==> config.mk <==
export PLATFORM = sky130hd
export DESIGN_NAME = imhpq_ram
export DESIGN_NICKNAME = d
export VERILOG_FILES = /design/src/hdl/imhpq_ram.sv
export SDC_FILE = /design/constraint.sdc
export NUM_CORES = 2
export LEC_CHECK = 0
export BUFFER_PORTS_ARGS = -buffer_cell sky130_fd_sc_hd__clkbuf_2
export CELL_PAD_IN_SITES_DETAIL_PLACEMENT = 0
export CELL_PAD_IN_SITES_GLOBAL_PLACEMENT = 1
export CORE_AREA = 2 2 455 502
export CTS_CLUSTER_DIAMETER = 80
export DETAILED_ROUTE_END_ITERATION = 12
export DIE_AREA = 0 0 457 504
export PLACE_DENSITY_LB_ADDON = 0.25
export SYNTH_ARGS = -nofsm -noshare
export SYNTH_HDL_FRONTEND = slang
export SYNTH_SLANG_ARGS = --single-unit
==> constraint.sdc <==
create_clock -name clk -period 7.3 [get_ports clk]
set_input_delay 0.365 -clock clk [delete_from_list [all_inputs] [get_ports clk]]
set_output_delay 0.365 -clock clk [all_outputs]
set_load 0.01 [all_outputs]
==> src/hdl/imhpq_ram.sv <==
// Generic single-port RAM with registered read.
// Depends on nothing.
`timescale 1ns / 1ps
`default_nettype none
module imhpq_ram #(
	parameter int WIDTH = 8,
	parameter int DEPTH = 256
) (
	input  wire                     clk,
	input  wire                     we,
	input  wire [$clog2(DEPTH)-1:0] addr,
	input  wire [WIDTH-1:0]         wdata,
	output logic [WIDTH-1:0]        rdata
);
	logic [WIDTH-1:0] mem_q [DEPTH];

	always_ff @(posedge clk) begin
		if (we) begin
			mem_q[addr] <= wdata;
		end
		rdata <= mem_q[addr];
	end
endmodule
`default_nettype wire

==> impl_metrics.py <==
metrics = {
    "worst_setup_path": {
        "cp.required_ns": 7.99,
        "startpoint_type": "input pin",
        "cp-startpoint": "addr[0]",
        "crit_arrival_ns": 4.39,
        "rr_worst_depth": 5,
        "rr_startpoint": "mem_q[232][6]",
        "crit_fanout": 51,
        "path_class": "in2reg",
        "cp-end-kind": "flop",
    },
    "global_route": {
        "antenna_found_initial": 13,
        "grt_start_max_net_pins": 151,
        "grt_pass1_wl_um": 291000,
        "grt_overflow": 0,
        "grt_pass1_vias": 38500,
        "grt_usage": 0.176,
    },
    "sta": {
        "fmax_ghz": 0.271,
        "tightest_slew_ns": 1.41,
        "tns_ns": 0,
        "relSlewSlack": 0.0455,
        "finalMaxSlewViolations": 0,
        "rsz0062_at_grt": "false",
        "hold_viol_final": 0,
        "period_share": 0.506,
        "fin_crit_ns": 3.70,
        "holdWs_ns": 0.0385,
        "setup_violations": 0,
        "fin_skew_ns": 0.0284,
    },
    "cts": {
        "clock_path_buffers": 3,
        "cts.sinks": 2056,
        "clk-insertion-delay-late_ns": 0.85,
        "post_cts_buffers": 0,
        "clk_pin_slew_worst_paths_ns": 0.06,
        "cts_resized": 0,
        "cts_root_buf": "clkbuf_16",
        "h-tree-depth": 4,
        "cts-hold-fix-buffers": 1,
        "cts_buffers": 207,
        "cts_tree": "yes",
    },
    "drt": {
        "via_per_inst": 5.41,
        "wl_um": 204000,
        "drtPass1Iterations": 5,
        "ant_nets": 0,
        "vias": 36700,
        "initialDrtViolationCount": 3706,
        "wire_per_inst_um": 30.1,
        "drc": 0,
    },
    "die": {
        "initial_core_util": 0.348,
        "die_h_um": 504,
        "die_area_mm2": 0.230,
        "die_w_um": 457,
        "coreArea_mm2": 0.225,
        "ios": 26,
        "std_cell_rows": 183,
    },
    "power": {
        "p_leak_nw": 26.5,
        "worst_ir_drop_vdd_uv": 207,
        "power_w": 0.0245,
        "power.density_mw_per_mm2": 275,
    },
    "logic_synthesis": {
        "synth.avg_cell_area_um2": 22.1,
        "seq_area_frac_synth": 0.786,
        "ys_top_cells_by_area": "edfxtp_1 78%, mux4_2 15%, a22oi_1 2.4%",
        "syn_area_mm2": 0.0785,
        "synth_top_area_frac": 0.783,
        "yosysWarnings": 0,
        "netlist_instances": 3547,
        "async_reset_ff_frac": 0,
        "synth_cell_types": 22,
        "synth_seq_cells": 2056,
        "synth-main-ff-cell": "edfxtp_1",
        "synthesis.nets": 3565,
        "synth_edf_count": 2048,
        "yosys.area.top_type": "edfxtp_1",
    },
    "hold_path": {
        "hold_path.startpoint": "wdata[3]",
        "whs_path_depth": 1,
        "hp-class": "in2reg",
    },
    "flow_run": {
        "max_cap_viol_count": 0,
    },
    "finish": {
        "fillers": 20000,
        "multiInputGateArea_mm2": 0.0159,
        "stdcell_area_mm2": 0.0890,
        "nets": 3675,
        "area_growth_pct": 13.3,
        "drive_gt1_frac": 0.247,
        "seq_area_mm2": 0.0617,
        "finalNonFillerCells": 6785,
    },
    "place": {
        "gp_congestion": 0.754,
        "placed_area_mm2": 0.0824,
        "dp_hpwl_um": 118000,
        "numPortBuffers": 25,
        "placed_cells": 6407,
    },
    "outcome": {
        "outcome": "completed",
    },
}
[layer usage]
| layer | up-vias | share of wire | global-route usage | routed length [um] |
|---|---|---|---|---|
| met4 | 2 | 0.025 | 0.0496 | 5010 |
| met3 | 286 | 0.052 | 0.0286 | 10600 |
| met1 | 20000 | 0.43 | 0.240 | 86800 |
| met2 | 1071 | 0.50 | 0.292 | 102000 |
| met5 | - | 0.000044 | 0 | 9 |
| li1 | 15300 | - | - | - |
[sequential cells by signal, indices dropped and copies added (netlist names)]
register  cells
rdata         8
mem_q      2048
[placed cells by master (no fill, tap or decap), types with 5 or more instances in the layout]
cell type / instances
nand3_2: 8
edfxtp_1: 2048
nor3_1: 21
o41ai_2: 5
clkbuf_1: 54
nor3_2: 9
clkinv_2: 22
nand2_1: 26
clkbuf_16: 209
nand3_1: 5
clkinvlp_4: 6
bufinv_16: 16
nor2_1: 231
buf_12: 11
clkinv_1: 52
a21oi_1: 128
buf_4: 96
clkbuf_2: 15
buf_8: 10
mux4_2: 512
nand4_1: 8
nor2b_1: 5
dfxtp_1: 8
a22oi_1: 256
o41ai_1: 27
[per-stage QoR]
step | worst slack [ns] | util
4_1_cts | 3.58 | 0.395
3_3_place_gp | 2.34 | 0.366
5_1_grt | 3.39 | 0.395
2_1_floorplan | 4.72 | -
3_5_place_dp | 2.67 | 0.366
6_report | 3.60 | 0.395
[worst paths after layout]
path                                 endpoint  slack, ns
worst max register to register       rdata[6]       4.28
worst min-delay path            mem_q[145][3]       0.04
worst min register to register       rdata[2]       0.98
worst max-delay path                 rdata[1]       3.60
[kinds of logic after synthesis]
group	after synthesis	synth area share
DFF	2056	0.786
and+or+nand+nor	330	0.0173
AOI/OAI and AO/OA	416	0.0362
muxes	512	0.147
buffers and inverters	233	0.0140
[area by class of cell]
| cell class | count | share of cell area |
|---|---|---|
| Sequential cell | 2056 | 0.693 |
| Multi-Input combinational cell | 1258 | 0.179 |
| Clock buffer | 263 | 0.0611 |
| Tap cell | 2960 | 0.0416 |
| Timing Repair Buffer | 133 | 0.0132 |
| Clock inverter | 110 | 0.0123 |
| Antenna cell | 4 | 0.000113 |
| Inverter | 1 | 0.0000422 |
[critical path: stages]
cell,delay (ns)
buf_8,0.51
buf_4,0.51
buf_4,0.43
mux4_2,0.58
a22oi_1,0.38
a21oi_1,0.24
o41ai_1,0.88
buf_4,0.25
nand4_1,0.07
[report_power, final]
group	leakage, nW	switching [W]	total (W)	internal, W
Sequential	18.5	0.0000318	0.0130	0.0130
Clock	3.15	0.00450	0.0103	0.00583
Combinational	4.90	0.000732	0.00110	0.000364
Total	26.5	0.00527	0.0245	0.0192
[Yosys cell counts (13+ instances only)]
cell,count
nand3_1,13
buf_4,16
clkbuf_1,145
nor3_1,30
nand2_1,28
buf_6,16
mux4_2,512
edfxtp_1,2048
buf_1,19
nor2_1,232
a21oi_1,128
o41ai_1,32
a22oi_1,256
buf_2,36
Power figures use the tool's default switching activity.
